## config.mk

```make
export PLATFORM = sky130hd
export DESIGN_NAME = sensor_measurement_frame_decoder_top
export DESIGN_NICKNAME = d
export VERILOG_FILES = /design/src/hw/rtl/smfd_pkg.sv /design/src/hw/rtl/sensor_measurement_frame_decoder_top.sv
export SDC_FILE = /design/constraint.sdc
export NUM_CORES = 1
export LEC_CHECK = 0
export BUFFER_PORTS_ARGS = -buffer_cell sky130_fd_sc_hd__buf_2
export CORE_UTILIZATION = 35
export DETAILED_ROUTE_END_ITERATION = 8
export HOLD_SLACK_MARGIN = 0.03
export PLACE_DENSITY_LB_ADDON = 0.2
export RECOVER_POWER = 25
export SYNTH_ARGS = -nofsm -noshare
export SYNTH_HDL_FRONTEND = slang
export SYNTH_SLANG_ARGS = --single-unit
```

## constraint.sdc

```tcl
create_clock -name clock -period 7.6 [get_ports clock]
set_clock_uncertainty 0.05 [all_clocks]
set_input_delay 0.76 -clock clock [delete_from_list [all_inputs] [get_ports clock]]
set_output_delay 0.76 -clock clock [all_outputs]
set_load 0.01 [all_outputs]
```

## src/hw/rtl/smfd_pkg.sv

```systemverilog
// Shared types, constants and the CRC-8 byte step for the measurement frame decoder.
package smfd_pkg;

   // Frame layout
   localparam int unsigned FRAME_BYTES = 9;
   localparam int unsigned POS_W       = 4;

   // Register indexes on the CSR port (byte address is 4 * index)
   localparam int unsigned CSR_ADDR_W  = 4;
   localparam logic [1:0]  REG_CRC_POLY      = 2'd0;
   localparam logic [1:0]  REG_CRC_INIT      = 2'd1;
   localparam logic [1:0]  REG_CRC_FINAL_XOR = 2'd2;

   // Register reset values
   localparam logic [7:0] CRC_POLY_RST      = 8'h31;
   localparam logic [7:0] CRC_INIT_RST      = 8'hFF;
   localparam logic [7:0] CRC_FINAL_XOR_RST = 8'h00;

   // Scaling constants
   localparam logic [23:0] TEMP_SCALE  = 24'd175;
   localparam logic [23:0] HUM_SCALE   = 24'd100;
   localparam logic [8:0]  TEMP_OFFSET = 9'd45;

   // Status codes
   typedef logic [1:0] status_type;
   localparam status_type ST_OK       = 2'd0;
   localparam status_type ST_CO2_BAD  = 2'd1;
   localparam status_type ST_TEMP_BAD = 2'd2;
   localparam status_type ST_HUM_BAD  = 2'd3;

   // Byte role inside a three-byte group
   typedef enum logic [1:0] {
      PH_HIGH  = 2'd0,
      PH_LOW   = 2'd1,
      PH_CHECK = 2'd2
   } phase_type;

   // Word inside the frame
   typedef enum logic [1:0] {
      W_CO2  = 2'd0,
      W_TEMP = 2'd1,
      W_HUM  = 2'd2
   } word_type;

   // Feed one byte into an MSB-first CRC-8 with the top bit implicit
   function automatic logic [7:0] crc8_feed(input logic [7:0] crc,
                                            input logic [7:0] data,
                                            input logic [7:0] poly);
      logic [7:0] c;
      c = crc ^ data;
      for (int i = 0; i < 8; i++) begin
         if (c[7]) begin
            c = {c[6:0], 1'b0} ^ poly;
         end else begin
            c = {c[6:0], 1'b0};
         end
      end
      return c;
   endfunction

endpackage

```

## src/hw/rtl/sensor_measurement_frame_decoder_top.sv

```systemverilog
// Measurement frame decoder: CRC-8 check per word and scaling of CO2, temperature, humidity.
// Result path: the ninth byte is taken into the input register, then one pass of CRC step and
//   constant multiply loads the result register.
// Throughput: one byte per cycle, one result per nine bytes; a waiting result stalls intake
//   only while it is itself stalled and the ninth byte of the next frame sits in the input register.
// Reset: synchronous, active high; clears the byte count, error flag and both valid flags and
//   returns the CSRs to polynomial 0x31, initial value 0xFF, final XOR 0x00.
module sensor_measurement_frame_decoder_top (
   input  logic                      clock,
   input  logic                      reset,
   // Input byte channel
   input  logic                      req_valid,
   output logic                      req_stall,
   input  logic [7:0]                req_rx_byte,
   input  logic                      req_frame_start,
   // Result channel
   output logic                      rsp_valid,
   input  logic                      rsp_stall,
   output logic [15:0]               rsp_co2_ppm,
   output logic signed [8:0]         rsp_temperature_c,
   output logic [6:0]                rsp_humidity_pct,
   output smfd_pkg::status_type      rsp_status,
   // CSR port
   input  logic                      psel,
   input  logic                      penable,
   input  logic                      pwrite,
   input  logic [smfd_pkg::CSR_ADDR_W-1:0] paddr,
   input  logic [31:0]               pwdata,
   output logic [31:0]               prdata,
   output logic                      pready
);
   import smfd_pkg::*;

   // CSRs
   logic [7:0] crc_poly_ff, crc_init_ff, crc_xor_ff;
   logic       csr_wr;
   logic [1:0] csr_idx;

   // Input stage
   logic       in_valid_ff, in_valid_in;
   logic [7:0] in_byte_ff;
   logic       in_start_ff;
   logic       req_take;
   logic       advance;

   // Frame state
   logic [POS_W-1:0] byte_pos_ff, byte_pos_in;
   logic [7:0]       crc_ff, crc_in;
   logic [7:0]       high_ff, high_in;
   logic [15:0]      held_co2_ff, held_co2_in;
   logic [7:0]       held_temp_ff, held_temp_in;
   status_type       first_err_ff, first_err_in;

   // Result register
   logic             rsp_valid_ff, rsp_valid_in;
   logic [15:0]      rsp_co2_ff, rsp_co2_in;
   logic [8:0]       rsp_temp_ff, rsp_temp_in;
   logic [6:0]       rsp_hum_ff, rsp_hum_in;
   status_type       rsp_status_ff, rsp_status_in;

   // Datapath helpers
   logic [POS_W-1:0] pos;
   status_type       err_base;
   phase_type        phase;
   word_type         word;
   logic [15:0]      word_val;
   logic [23:0]      temp_prod, hum_prod;
   logic [7:0]       crc_step;
   logic             last_byte;

   // CSR decode; pready is tied high
   assign pready  = 1'b1;
   assign csr_wr  = psel && penable && pwrite;
   assign csr_idx = paddr[3:2];

   always_comb begin
      case (csr_idx)
         REG_CRC_POLY:      prdata = {24'd0, crc_poly_ff};
         REG_CRC_INIT:      prdata = {24'd0, crc_init_ff};
         REG_CRC_FINAL_XOR: prdata = {24'd0, crc_xor_ff};
         default:           prdata = 32'd0;
      endcase
   end

   always_ff @(posedge clock) begin
      if (reset) begin
         crc_poly_ff <= CRC_POLY_RST;
         crc_init_ff <= CRC_INIT_RST;
         crc_xor_ff  <= CRC_FINAL_XOR_RST;
      end else if (csr_wr) begin
         case (csr_idx)
            REG_CRC_POLY:      crc_poly_ff <= pwdata[7:0];
            REG_CRC_INIT:      crc_init_ff <= pwdata[7:0];
            REG_CRC_FINAL_XOR: crc_xor_ff  <= pwdata[7:0];
            default:           ;
         endcase
      end
   end

   // Handshake: advance any held byte but the last freely; the last needs the result slot
   // free or being drained
   assign advance   = in_valid_ff && (!last_byte || !rsp_valid_ff || !rsp_stall);
   assign req_stall = in_valid_ff && !advance;
   assign req_take  = req_valid && !req_stall;

   always_comb begin
      in_valid_in = in_valid_ff;
      if (req_take) begin
         in_valid_in = 1'b1;
      end else if (advance) begin
         in_valid_in = 1'b0;
      end
   end

   always_ff @(posedge clock) begin
      if (reset) begin
         in_valid_ff <= 1'b0;
      end else begin
         in_valid_ff <= in_valid_in;
      end
   end

   always_ff @(posedge clock) begin
      if (req_take) begin
         in_byte_ff  <= req_rx_byte;
         in_start_ff <= req_frame_start;
      end
   end

   // Position in frame; frame start restarts count and error flag
   always_comb begin
      if (in_start_ff || (byte_pos_ff >= POS_W'(FRAME_BYTES))) begin
         pos = '0;
      end else begin
         pos = byte_pos_ff;
      end
      err_base  = in_start_ff ? ST_OK : first_err_ff;
      last_byte = (pos == POS_W'(FRAME_BYTES - 1));
   end

   // Split position into byte role and word
   always_comb begin
      case (pos)
         4'd0:    begin phase = PH_HIGH;  word = W_CO2;  end
         4'd1:    begin phase = PH_LOW;   word = W_CO2;  end
         4'd2:    begin phase = PH_CHECK; word = W_CO2;  end
         4'd3:    begin phase = PH_HIGH;  word = W_TEMP; end
         4'd4:    begin phase = PH_LOW;   word = W_TEMP; end
         4'd5:    begin phase = PH_CHECK; word = W_TEMP; end
         4'd6:    begin phase = PH_HIGH;  word = W_HUM;  end
         4'd7:    begin phase = PH_LOW;   word = W_HUM;  end
         4'd8:    begin phase = PH_CHECK; word = W_HUM;  end
         default: begin phase = PH_HIGH;  word = W_CO2;  end
      endcase
   end

   // CRC step and scaling
   assign crc_step  = crc8_feed((phase == PH_HIGH) ? crc_init_ff : crc_ff, in_byte_ff,
                                crc_poly_ff);
   assign word_val  = {high_ff, in_byte_ff};
   assign temp_prod = 24'(word_val) * TEMP_SCALE;
   assign hum_prod  = 24'(word_val) * HUM_SCALE;

   // Next frame state and result
   always_comb begin
      byte_pos_in   = byte_pos_ff;
      crc_in        = crc_ff;
      high_in       = high_ff;
      held_co2_in   = held_co2_ff;
      held_temp_in  = held_temp_ff;
      first_err_in  = first_err_ff;
      rsp_co2_in    = rsp_co2_ff;
      rsp_temp_in   = rsp_temp_ff;
      rsp_hum_in    = rsp_hum_ff;
      rsp_status_in = rsp_status_ff;
      rsp_valid_in  = rsp_valid_ff && rsp_stall;

      if (advance) begin
         first_err_in = err_base;
         case (phase)
            PH_HIGH: begin
               crc_in  = crc_step;
               high_in = in_byte_ff;
            end
            PH_LOW: begin
               crc_in = crc_step;
               case (word)
                  W_CO2:   held_co2_in  = word_val;
                  W_TEMP:  held_temp_in = temp_prod[23:16];
                  default: high_in      = hum_prod[23:16];
               endcase
            end
            default: begin
               if ((in_byte_ff != (crc_ff ^ crc_xor_ff)) && (err_base == ST_OK)) begin
                  first_err_in = status_type'(word) + 2'd1;
               end
               crc_in = crc_init_ff;
            end
         endcase

         if (last_byte) begin
            // Fields at or after the first failed word read zero
            rsp_valid_in  = 1'b1;
            rsp_status_in = first_err_in;
            rsp_co2_in    = (first_err_in != ST_CO2_BAD) ? held_co2_ff : 16'd0;
            rsp_temp_in   = ((first_err_in == ST_OK) || (first_err_in == ST_HUM_BAD)) ?
                            ({1'b0, held_temp_ff} - TEMP_OFFSET) : 9'd0;
            rsp_hum_in    = (first_err_in == ST_OK) ? high_ff[6:0] : 7'd0;
            byte_pos_in   = '0;
            first_err_in  = ST_OK;
         end else begin
            byte_pos_in = pos + POS_W'(1);
         end
      end
   end

   // Control state
   always_ff @(posedge clock) begin
      if (reset) begin
         byte_pos_ff  <= '0;
         crc_ff       <= CRC_INIT_RST;
         high_ff      <= 8'd0;
         held_co2_ff  <= 16'd0;
         held_temp_ff <= 8'd0;
         first_err_ff <= ST_OK;
         rsp_valid_ff <= 1'b0;
      end else begin
         byte_pos_ff  <= byte_pos_in;
         crc_ff       <= crc_in;
         high_ff      <= high_in;
         held_co2_ff  <= held_co2_in;
         held_temp_ff <= held_temp_in;
         first_err_ff <= first_err_in;
         rsp_valid_ff <= rsp_valid_in;
      end
   end

   // Result payload
   always_ff @(posedge clock) begin
      rsp_co2_ff    <= rsp_co2_in;
      rsp_temp_ff   <= rsp_temp_in;
      rsp_hum_ff    <= rsp_hum_in;
      rsp_status_ff <= rsp_status_in;
   end

   assign rsp_valid         = rsp_valid_ff;
   assign rsp_co2_ppm       = rsp_co2_ff;
   assign rsp_temperature_c = $signed(rsp_temp_ff);
   assign rsp_humidity_pct  = rsp_hum_ff;
   assign rsp_status        = rsp_status_ff;

endmodule

```

# ---- Word-level counts from Yosys, hierarchy flattened
# Memories as Yosys holds them, arrays and structs flattened.
# Index checks and enable logic that the tools add are counted.
dict set report totals {
  regBits 115
  inputBits 52
  wordCells 99
  out_inout_bits 69
  mem_count 1
  rom_bits 64
}
dict set report classes {
  muxes 24
  reduce_logical 32
  eq_ne 9
  addsub 3
  magnitude_cmp 1
  multipliers 2
  bitwise 10
}
# memory depth width rd rd_ports_with_merged_regs wr line_no
set mem_list {}
lappend mem_list {{(no name shown)} 16 4 1 0 0 sensor_measurement_frame_decoder_top.sv:143} ;# case (pos)
# op count
set op_table {}
lappend op_table {{8-bit two-way mux} 11}
lappend op_table {{8-bit XOR} 10}
lappend op_table {{16-bit by 8-bit multiplier with 24-bit output (second input constant)} 1}
lappend op_table {{8-bit case mux with 3 select lines} 1}
lappend op_table {{16-bit by 5-bit multiplier with 21-bit output (second input constant)} 1}
lappend op_table {{8-bit case mux with 2 select lines} 1}
lappend op_table {{2-bit zero test} 5}
lappend op_table {{2-bit two-way mux} 5}
lappend op_table {{3-bit AND reduction} 3}
lappend op_table {{8-bit by 6-bit subtractor with 9-bit output (second input constant)} 1}
lappend op_table {{4-bit two-way mux} 2}
lappend op_table {{8-bit != test} 1}
lappend op_table {{2-bit AND reduction} 4}
lappend op_table {{1-bit logical AND} 7}
lappend op_table {{2-bit by 1-bit equality test with 1-bit output (second input constant)} 3}
lappend op_table {{1-bit zero test} 5}
lappend op_table {{4-bit by 1-bit adder with 4-bit output (second input constant)} 1}
lappend op_table {{2-bit equality test (second input constant)} 2}
lappend op_table {{4-bit equality test (second input constant)} 1}
lappend op_table {{4-bit >= comparator (second input constant)} 1}
lappend op_table {{1-bit logical OR} 4}
lappend op_table {{1-bit two-way mux} 4}
lappend op_table {{2-bit nonzero test} 2}
lappend op_table {{2-bit OR reduction} 2}
lappend op_table {{3 further kinds} 3}

# ---- Longest topological paths before layout
# Gate-level depths: netlist of run 1.
# An unclocked memory read counts as a cell.
dict set report depth {
  depth_word 24
  depth_mapped 23
  ltp_nobuf 23
}

# ---- Worst setup path after synthesis of run 1
# OpenSTA, ideal clock, no wires.
dict set report synth_timing {
  path_type {register to register}
  startpoint {register in_byte_ff[0]}
  endpoint {register held_temp_ff[5]}
  t_arrival_ns 5.029
  path_slack_ns 2.406
  path_stages_with_launch 24
  period_less_slack_ns 5.194
  required_ns 7.435
  cell_sequence {edfxtp_1 ha_1 fa_1 ha_1 inv_1 fa_1 inv_1 ha_1 and4b_1 o21a_1 o21a_1 o21a_1 o21a_1 o21a_1 o21a_1 o21a_1 o21a_1 o211ai_1 nand3_1 a311oi_1 o31ai_1 a21oi_1 mux2i_1 nand2_1}
}
dict set report synth_between {
  elab_chain_len 1
}
# element line_no
set synth_rtl {}
lappend synth_rtl {{from (decl)} sensor_measurement_frame_decoder_top.sv:41} ;# logic [7:0] in_byte_ff;
lappend synth_rtl {{from (signal assigned)} sensor_measurement_frame_decoder_top.sv:125} ;# in_byte_ff <= req_rx_byte;
lappend synth_rtl {{16-bit by 8-bit multiplier with 24-bit output} sensor_measurement_frame_decoder_top.sv:161} ;# assign temp_prod = 24'(word_val) * TEMP_SCALE;
lappend synth_rtl {{to (signal assigned)} sensor_measurement_frame_decoder_top.sv:232} ;# held_temp_ff <= held_temp_in;
lappend synth_rtl {{to (decl)} sensor_measurement_frame_decoder_top.sv:51} ;# logic [7:0] held_temp_ff, held_temp_in;
# Every way passes these cells.
# A chain may end at the register's enable or synchronous reset.

# ---- Final worst setup path of run 1
dict set report layout_timing {
  startpoint {register in_start_ff}
  endpoint {register crc_ff[6]}
}
dict set report layout_between {
  elab_chain_len 22
  word_cells_on_any_way 30
  classes_between {2 x eq/ne; 11 x mux; 9 x bitwise; 7 x reduce/logical; 1 x memory}
}
# element line_no
set layout_rtl {}
lappend layout_rtl {{from (decl)} sensor_measurement_frame_decoder_top.sv:42} ;# logic in_start_ff;
lappend layout_rtl {{from (signal assigned)} sensor_measurement_frame_decoder_top.sv:126} ;# in_start_ff <= req_frame_start;
lappend layout_rtl {{1-bit logical OR (*)} sensor_measurement_frame_decoder_top.sv:132} ;# if (in_start_ff || (byte_pos_ff >= POS_W'(FRAME_BYTES))) begin
lappend layout_rtl {{4-bit two-way mux (*)} sensor_measurement_frame_decoder_top.sv:132}
lappend layout_rtl {{memory read 16 x 4 bit} --}
lappend layout_rtl {{2-bit zero test} {sensor_measurement_frame_decoder_top.sv:158, sensor_measurement_frame_decoder_top.sv:180}}
lappend layout_rtl {{8-bit two-way mux} sensor_measurement_frame_decoder_top.sv:158} ;# assign crc_step = crc8_feed((phase == PH_HIGH) ? crc_init_ff : crc_ff, in_byte_ff,
lappend layout_rtl {{8-bit XOR} smfd_pkg.sv:50} ;# c = crc ^ data;
lappend layout_rtl {{8-bit XOR} smfd_pkg.sv:53} ;# c = {c[6:0], 1'b0} ^ poly;
lappend layout_rtl {{8-bit two-way mux} smfd_pkg.sv:52} ;# if (c[7]) begin
lappend layout_rtl {{[6 not listed]} --}
lappend layout_rtl {{8-bit two-way mux or 8-bit XOR (tied branches)} {smfd_pkg.sv:52, smfd_pkg.sv:53}}
lappend layout_rtl {{8-bit XOR or 8-bit two-way mux (tied branches)} {smfd_pkg.sv:53, smfd_pkg.sv:52}}
lappend layout_rtl {{8-bit two-way mux or 8-bit XOR (tied branches)} {smfd_pkg.sv:52, smfd_pkg.sv:53}}
lappend layout_rtl {{8-bit XOR or 8-bit two-way mux (tied branches)} {smfd_pkg.sv:53, smfd_pkg.sv:52}}
lappend layout_rtl {{8-bit two-way mux or 8-bit XOR (tied branches)} {smfd_pkg.sv:52, smfd_pkg.sv:53}}
lappend layout_rtl {{8-bit XOR or 8-bit two-way mux (tied branches)} {smfd_pkg.sv:53, smfd_pkg.sv:52}}
lappend layout_rtl {{8-bit two-way mux} smfd_pkg.sv:52}
lappend layout_rtl {{8-bit two-way mux} sensor_measurement_frame_decoder_top.sv:180} ;# case (phase)
lappend layout_rtl {{to (signal assigned)} sensor_measurement_frame_decoder_top.sv:229} ;# crc_ff <= crc_in;
lappend layout_rtl {{to (decl)} sensor_measurement_frame_decoder_top.sv:48} ;# logic [7:0] crc_ff, crc_in;
# Every way passes the cells marked *; elsewhere a longest branch is shown, timed or not.

==> impl_results.md, run 1 <==
- Maximum clock path buffer count: 2
- Pwr/cell area: 218 nW/um2
- RD Place Congestion: 0.823
- Vias per Instance: 4.97
- Status: finished clean
- Minimum clock period: 6.20 ns
- Drt drc: 0
- Hold slack: 0.399 ns
- Post-detailed-placement half-perimeter wirelength: 19400 um
- Clk pwr share: 29.2%
- Fraction of power consumed by sequential logic: 28.0%
- Crit path capture: crc_ff[6]
- Worst setup EP type: flip-flop
- Setup TNS Final: 0 ns
- HP Class: flip-flop to flip-flop
- CP arrival: 6.50 ns
- RSZ-0062 raised after global routing: no
- Final max-slew violation count: 0
- Worst r2r path cells: 19
- Switching power: 0.963 mW
- Number of port buffers: 69
- Period utilization: 81.6%
- Sequential area share after synthesis: 25.8%
- Rows: 63
- Area growth from synthesis to layout: 9.86%
- Number of DRC markers in iteration 0: 428
- Synth top area cells: dfxtp_1, ha_1, edfxtp_1, fa_1, inv_1
- Hold Fails Final Rpt: 0
- Worst Path Max Fanout: 10
- Root buf cell: clkbuf_16
- Startpoint Class: flip-flop
- Max Freq: 161 MHz
- Most frequent cell after synthesis: inv_1
- Sw Share: 38.0%
- Die X: 176 um
- CP max stage delay: 0.54 ns
- Total GRT Usage: 18.0%
- H-tree depth: 4
- Mean Syn Cell Area: 9.23 um2
- Die Ht: 176 um
- Slew headroom: 42.1%
- Cell chain of the critical path: nor2_1 > nand2_1 > ha_1 > and2_1 > a31oi_1 > and3_1 > a22oi_1 > nor2_2 > nand3_2 > and4_4 > xnor2_4 > mux2i_4 > xor2_2 > nand4_1 > and4_1 > o311a_2 > or2_1 > a2111o_1 > nand3_1
- GRT overflow: 0
- Die area: 30900 um2
- Peak supply drop: 0.135 mV
- Finished Layout Cells: 1600
- Antenna diodes: 0
- Clk sink count: 115
- Slew @ Worst Pin: 0.869 ns
- Core Footprint: 29700 um2
- # hold bufs at CTS: 0
- Synth warn: 0
- Share of post-route cells with drive strength above 1: 10.6%
- Netlist Area Pre-Place: 10600 um2
- FF-to-FF End: crc_ff[6]
- Post-synth EDFFs: 43
- Synth area leader: dfxtp_1
- Synth Instances: 1145
- Final #Nets: 1422
- Yosys reg bits: 115
- Count of cell types in the netlist: 96
- Synth async-reset ratio: 0%
- CP Launch Point: in_start_ff
- Synth cell count leaders: inv_1, nand2_1, ha_1
- Leak pwr: 5.35 nW
- Worst skew pair latency: 0.42 ns
- Initial Utilization: 35.6%
- Number of global-route vias before repair: 7840
- Max-cap viol count: 0
- # IOs: 121
- Largest net degree at the start of global routing: 62
- CTS buffer count: 17
- Post-route ant nets: 0
- Internal Power: 1.57 mW
- First-pass GRT wire length: 43100 um
- Routed vias: 7950
- Final setup fails: 0
- Wire per inst: 16.5 um
- Fillers: 3009
- R2r setup slk: 1.40 ns
- Gate power share: 42.8%
- CTS tree: built
- Pwr Total: 2.54 mW
- Crit path kind: flip-flop to flip-flop
- PostCTS Resize Cnt: 0
- Main synth FF type: dfxtp_1
- Top-area cell type share of the netlist area: 13.6%
- Router iterations before antenna repair: 6
- Final WL: 26500 um
- Placed insts: 1568
- Non-Filler Cell Area, Final: 11600 um2
- Data required, critical path: 7.90 ns
- Initial antenna violation count: 0
- Setup Buffers After CTS: 0
- Slowest CP cell: edfxtp_1
- Area post-placement: 11100 um2
- Clock-pin slew on the worst setup and hold paths: 0.06 ns
- Reg-to-reg critical path startpoint: in_start_ff
routing by layer:
metal  routed length, um  part of all wire (%)  GRT usage (%)
met1               12500                    47           24.0
met4                 331                   1.3           4.67
met2               12800                    48           30.6
met5                   0                     0              0
met3                 896                   3.4           2.27
critical path, delay by kind of cell, from the launching register on:
family	cells	cell delay [ns]
simple gates	11	2.80
compound gates	4	1.32
xor+xnor	2	0.75
flops	1	0.54
mux	1	0.37
fa+ha+maj	1	0.28
kinds of logic after synthesis:
logic type	Yosys count	synth area share (%)
muxes	36	3.57
buffers and inverters	218	9.55
other	2	0.0710
AOI/OAI and AO/OA	182	12.4
and+or+nand+nor	341	16.1
adders and majority gates	173	24.9
xor gates and xnor gates	78	7.59
DFF	115	25.8
final cells by class:
class | instances | area, um2 | share of cell area, %
Tap cell | 390 | 488 | 4.20
Clock buffer | 18 | 439 | 3.78
Timing Repair Buffer | 77 | 373 | 3.21
Inverter | 151 | 567 | 4.88
Clock inverter | 14 | 98.8 | 0.851
Multi-Input combinational cell | 835 | 6920 | 59.5
Sequential cell | 115 | 2730 | 23.5
how the worst min path moves through the flow:
stage,start,endpoint,depth (start not counted)
after floorplan,held_co2_ff[0],held_co2_ff[0],2
after global placement,held_co2_ff[13],held_co2_ff[13],2
after detailed placement,held_co2_ff[14],held_co2_ff[14],2
after CTS,held_co2_ff[14],held_co2_ff[14],2
after global routing,held_co2_ff[4],held_co2_ff[4],2
final,held_co2_ff[1],held_co2_ff[1],2
registers in the layout, summed over array words and instances, names as in the netlist, 2 cells and up:
register           count
rsp_humidity_pct       7
held_co2_ff           16
crc_ff                 8
byte_pos_ff            4
crc_poly_ff            8
held_temp_ff           8
first_err_ff           2
high_ff                8
in_byte_ff             8
rsp_co2_ppm           16
crc_xor_ff             8
crc_init_ff            8
rsp_status             2
rsp_temperature_c      9
cells in the final DEF (no fill, tap or decap), types with 10 or more instances in the layout:
cell type,instances
inv_1,151
nand2_1,136
ha_1,111
dfxtp_1,72
nor2_1,64
fa_1,62
buf_2,49
a21oi_1,48
xnor2_1,44
edfxtp_1,43
mux2i_1,34
nand3_1,29
o21ai_0,25
conb_1,25
xor2_1,24
clkbuf_1,22
and2_1,21
nor2b_1,21
clkbuf_16,17
o21a_1,12
a31oi_1,11
nor3_1,11
nand4_1,10
a21o_1,10
power by group through the flow:
stage | Clock, mW | Sequential [mW] | Combinational, mW
6_report | 0.740 | 0.710 | 1.09
4_1_cts | 0.754 | 0.712 | 1.10
2_1_floorplan | 0 | 0.698 | 0.886
3_3_place_gp | 0 | 0.724 | 1.08
5_1_grt | 0.783 | 0.714 | 1.26
3_5_place_dp | 0 | 0.725 | 1.09
metrics by stage:
step / worst slack, ns / util [%]
floorplan: 2.41 / -
global placement: 1.49 / 37.4
detailed placement: 1.45 / 37.4
CTS: 1.41 / 39.2
global route: 1.03 / 39.1
finish: 1.40 / 39.1
(Power assumes the default switching activity.)
==> run 2, diff against run 1 <==
clock period = 6.18 ns   (was 7.6 ns; I/O delays follow)
==> impl_results.md, run 2 (synthesis gave the netlist of run 1 again) <==
- Period utilization: 93.9%
- Pwr/cell area: 276 nW/um2
- Maximum clock path buffer count: 2
- Die area: 30900 um2
- RSZ-0062 raised after global routing: no
- # IOs: 121
- Area post-placement: 11200 um2
- Wire per inst: 16.5 um
- Status: finished clean
- Vias per Instance: 4.92
- FF-to-FF End: crc_ff[5]
- Slew @ Worst Pin: 0.859 ns
- Startpoint Class: flip-flop
- RD Place Congestion: 0.820
- Data required, critical path: 6.47 ns
- Share of post-route cells with drive strength above 1: 11.7%
- Initial Utilization: 35.6%
- Final #Nets: 1436
- Number of global-route vias before repair: 8042
- Worst r2r path cells: 20
- Final WL: 26600 um
- Setup TNS Final: 0 ns
- Drt drc: 0
- Core Footprint: 29700 um2
- Area growth from synthesis to layout: 11.6%
- Minimum clock period: 5.81 ns
- Initial antenna violation count: 0
- Leak pwr: 5.45 nW
- Hold slack: 0.332 ns
- Clk sink count: 115
- Setup Buffers After CTS: 0
- GRT overflow: 0
- Max-cap viol count: 0
- Placed insts: 1582
- Total GRT Usage: 18.2%
- Most frequent cells in the layout: inv_1, nand2_1, ha_1
- Router iterations before antenna repair: 5
- Routed vias: 7935
- Root buf cell: clkbuf_16
- First-pass GRT wire length: 43700 um
- Crit path kind: flip-flop to flip-flop
- Worst setup EP type: flip-flop
- CTS tree: built
- Antenna diodes: 0
- Largest net degree at the start of global routing: 63
- H-tree depth: 4
- R2r setup slk: 0.37 ns
- # hold bufs at CTS: 0
- CP arrival: 6.10 ns
- CTS buffer count: 17
- Hold EP: in_byte_ff[1]
- Non-Filler Cell Area, Final: 11800 um2
- Number of port buffers: 69
- Number of DRC markers in iteration 0: 377
- Post-detailed-placement half-perimeter wirelength: 20100 um
- Worst hold path depth: 1
- Max Freq: 172 MHz
- Slew headroom: 42.8%
- Finished Layout Cells: 1614
- Worst hold path startpoint: req_rx_byte[1]
- Reg-to-reg critical path startpoint: byte_pos_ff[3]
- Commonest non-fill, non-tap cell in the layout: inv_1
- Hold Fails Final Rpt: 0
- Pwr Total: 3.26 mW
- Peak supply drop: 0.154 mV
- Rows: 63
- Die X: 176 um
- Final setup fails: 0
- Final max-slew violation count: 0
- Final worst setup slack: 0.375 ns
- Worst Path Max Fanout: 11
- Die Ht: 176 um
- Final Util: 39.7%
- Post-place setup slack: 0.421 ns
- HP Class: primary input to flip-flop
- Worst skew pair latency: 0.42 ns
- Post-route ant nets: 0
- Clock-pin slew on the worst setup and hold paths: 0.07 ns
==> run 2: cell types whose count changed in the layout (fill, tap and decap cells not counted) <==
cell	change
a211oi_1	-1
a211oi_2	+1
buf_4	+14
clkinv_4	-2
clkinv_2	-2
clkbuf_16	+2
clkbuf_8	-1
nor2_4	+1
bufinv_16	+1
nor2_2	-1
inv_6	+3
inv_8	+2
inv_4	-3
==> run 2: how the worst max path moves through the flow <==
stage,startpoint,to,cells after the start
2_1_floorplan,in_byte_ff[0],held_temp_ff[5],23
3_3_place_gp,byte_pos_ff[3],crc_ff[4],19
3_5_place_dp,byte_pos_ff[3],crc_ff[5],19
4_1_cts,byte_pos_ff[3],crc_ff[4],19
5_1_grt,byte_pos_ff[3],crc_ff[5],21
6_report,byte_pos_ff[3],crc_ff[5],20
==> run 2: area by class of cell <==
| type | count | area [um2] |
|---|---|---|
| inverters | 151 | 567 |
| well taps | 390 | 488 |
| multi-input cells | 835 | 6930 |
| clock inverters | 13 | 131 |
| flip-flops and latches | 115 | 2730 |
| repair buffers | 91 | 478 |
| clock buffers | 19 | 475 |
| fillers | 2996 | 17900 |
==> run 2: critical path, cell delays in order, from the launching register on <==
cell	delay (ns)
dfxtp_1	0.41
nor2_1	0.24
nand2_1	0.17
ha_1	0.28
and2_1	0.16
a31oi_1	0.27
and3_1	0.37
buf_4	0.21
a22o_1	0.20
nand2_2	0.17
nand4_1	0.14
and4_4	0.26
xnor2_4	0.21
mux2i_1	0.33
nand3_1	0.27
a311oi_1	0.42
o22ai_1	0.29
a2111oi_4	0.54
o21ai_1	0.11
xnor3_1	0.45
o211ai_1	0.18
==> run 2: repair_timing <==
action                     4_1_cts  5_1_grt
resized for setup                0        2
hold endpoints to repair         0        0
setup endpoints to repair        0        2
==> run 2: where the power goes <==
part           switching, mW  total, mW  internal, mW  leakage (nW)
registers             0.0510      0.861         0.810         0.987
logic                  0.761       1.38         0.616          4.15
clock network          0.402       1.02         0.615         0.305
==> run 2: metal layers <==
metal  part of all wire [%]  track usage [%]  vias to the layer above  wire length (um)
li1                       -                -                     3943                 -
met1                     47             24.3                     3812             12500
met2                     48             30.6                      165             12800
met3                    3.8             2.36                       15              1020
met4                   0.89             4.93                        0               238
met5                      0                0                        -                 0
==> run 3, diff against run 2 <==
SETUP_SLACK_MARGIN = 0.5   (was unset)
==> impl_results.md, run 3 (synthesis gave the netlist of run 1 again) <==
- Status: finished clean
- Total GRT Usage: 18.2%
- Period utilization: 87.9%
- Internal Power: 2.07 mW
- Gate power share: 43.4%
- Worst hold path startpoint: req_rx_byte[1]
- Rows: 63
- Bufs and invs on worst path: 2
- CP dominant cell by count: xnor2_4
- Die area: 30900 um2
- Placed insts: 1582
- Wire per inst: 16.5 um
- Maximum clock path buffer count: 2
- Max Freq: 184 MHz
- Number of port buffers: 69
- Final max-slew violation count: 0
- Non-Filler Cell Area, Final: 12000 um2
- Delay-heaviest family, CP: compound AO/OA/AOI/OAI gates
- Number of DRC markers in iteration 0: 362
- Hold EP: in_byte_ff[1]
- Post-route ant nets: 0
- Slew headroom: 44.2%
- Most frequent cells in the layout: inv_1, nand2_1, ha_1
- Final #Nets: 1444
- Critical path depth: 21
- Crit path kind: flip-flop to flip-flop
- Fillers: 2990
- Final worst setup slack: 0.749 ns
- Die Ht: 176 um
- Slew @ Worst Pin: 0.838 ns
- CTS buffer count: 17
- Drt drc: 0
- Worst Path Max Fanout: 11
- Sw Share: 37.5%
- Antenna diodes: 0
- Finished Layout Cells: 1622
- FF-to-FF End: crc_ff[6]
- Peak supply drop: 0.155 mV
- Core Footprint: 29700 um2
- Post-detailed-placement half-perimeter wirelength: 20100 um
- Reg-to-reg critical path startpoint: in_start_ff
- Fraction of power consumed by sequential logic: 25.9%
- Final setup fails: 0
- Worst skew pair latency: 0.42 ns
- R2r setup slk: 0.75 ns
- Final Util: 40.3%
- Routed vias: 7968
- Pwr Total: 3.32 mW
- Initial antenna violation count: 0
- Die X: 176 um
- Setup TNS Final: 0 ns
- Worst hold path depth: 1
- Worst r2r path cells: 21
- CP max stage delay: 0.47 ns
- Leak pwr: 5.52 nW
- Share of post-route cells with drive strength above 1: 13.6%
- Vias per Instance: 4.91
- Worst setup EP type: flip-flop
- Slowest CP cell: o311a_2
- Data required, critical path: 6.49 ns
- Hold slack: 0.330 ns
- Switching power: 1.24 mW
- Max-cap viol count: 0
- Router iterations before antenna repair: 5
- Number of global-route vias before repair: 8050
- RSZ-0062 raised after global routing: yes
- Clock-pin slew on the worst setup and hold paths: 0.07 ns
- Clk pwr share: 30.7%
- Root buf cell: clkbuf_16
- # hold bufs at CTS: 0
- First-pass GRT wire length: 43800 um
- Minimum clock period: 5.43 ns
- Final WL: 26800 um
- Post-place setup slack: 0.421 ns
- CP arrival: 5.74 ns
- Area growth from synthesis to layout: 13.3%
- # IOs: 121
- Startpoint Class: flip-flop
- Cell chain of the critical path: nor2_2 > nand2_1 > inv_1 > ha_1 > nor2_1 > mux2i_1 > o221a_2 > a22oi_4 > or2_4 > o211ai_1 > and4_4 > xnor2_4 > buf_12 > mux2i_4 > xnor2_4 > a32oi_1 > a31oi_2 > o311a_2 > or2_1 > a2111o_1 > nand3_1
- RD Place Congestion: 0.820
- Area post-placement: 11200 um2
- Largest net degree at the start of global routing: 63
- Pwr/cell area: 277 nW/um2
- GRT overflow: 0
- Commonest non-fill, non-tap cell in the layout: inv_1
- H-tree depth: 4
- CTS tree: built
- Initial Utilization: 35.6%
- Hold Fails Final Rpt: 0
- HP Class: primary input to flip-flop
- Clk sink count: 115
run 3: cell count changes in the layout (fill, tap and decap cells not counted), sizes merged:
cell,previous run,this run
buf,69,77
run 3: how the worst max path moves through the flow:
stage | to | from
2_1_floorplan | held_temp_ff[5] | in_byte_ff[0]
3_3_place_gp | crc_ff[4] | byte_pos_ff[3]
3_5_place_dp | crc_ff[5] | byte_pos_ff[3]
4_1_cts | crc_ff[3] | byte_pos_ff[3]
5_1_grt | crc_ff[3] | in_start_ff
6_report | crc_ff[6] | in_start_ff
run 3: final cells by class:
cell class / instances / area (um2) / area share, %
clock inverters: 13 / 131 / 1.10
flip-flops and latches: 115 / 2740 / 22.8
clock buffers: 19 / 475 / 3.97
well taps: 390 / 488 / 4.07
inverters: 151 / 567 / 4.73
repair buffers: 99 / 551 / 4.59
multi-input cells: 835 / 7030 / 58.7
run 3: power by group through the flow:
stage / logic [mW] / registers [mW] / clock network, mW
final: 1.44 / 0.861 / 1.02
after global routing: 1.65 / 0.867 / 1.07
after CTS: 1.41 / 0.863 / 1.03
after detailed placement: 1.38 / 0.879 / 0
after global placement: 1.36 / 0.879 / 0
after floorplan: 1.09 / 0.858 / 0
run 3: worst reg2reg max path, stage by stage (launching register included):
cell	delay [ns]
edfxtp_1	0.42
nor2_2	0.19
nand2_1	0.12
inv_1	0.10
ha_1	0.24
nor2_1	0.12
mux2i_1	0.10
o221a_2	0.38
a22oi_4	0.26
or2_4	0.26
o211ai_1	0.11
and4_4	0.23
xnor2_4	0.22
buf_12	0.16
mux2i_4	0.32
xnor2_4	0.19
a32oi_1	0.38
a31oi_2	0.21
o311a_2	0.47
or2_1	0.34
a2111o_1	0.44
nand3_1	0.08
run 3: timing repair:
action,in CTS,in global routing
setup buffers,3,5
hold endpoints to repair,0,0
endpoints found under the setup margin,5,12
pin swaps,2,13
gates resized for setup,4,21
run 3: routing by layer:
| metal | global-route usage, % | up-vias | part of all wire (%) |
|---|---|---|---|
| met4 | 4.86 | 0 | 0.81 |
| met2 | 30.6 | 151 | 49 |
| li1 | - | 3955 | - |
| met1 | 24.4 | 3848 | 47 |
| met3 | 2.34 | 14 | 3.3 |
| met5 | 0 | - | 0 |
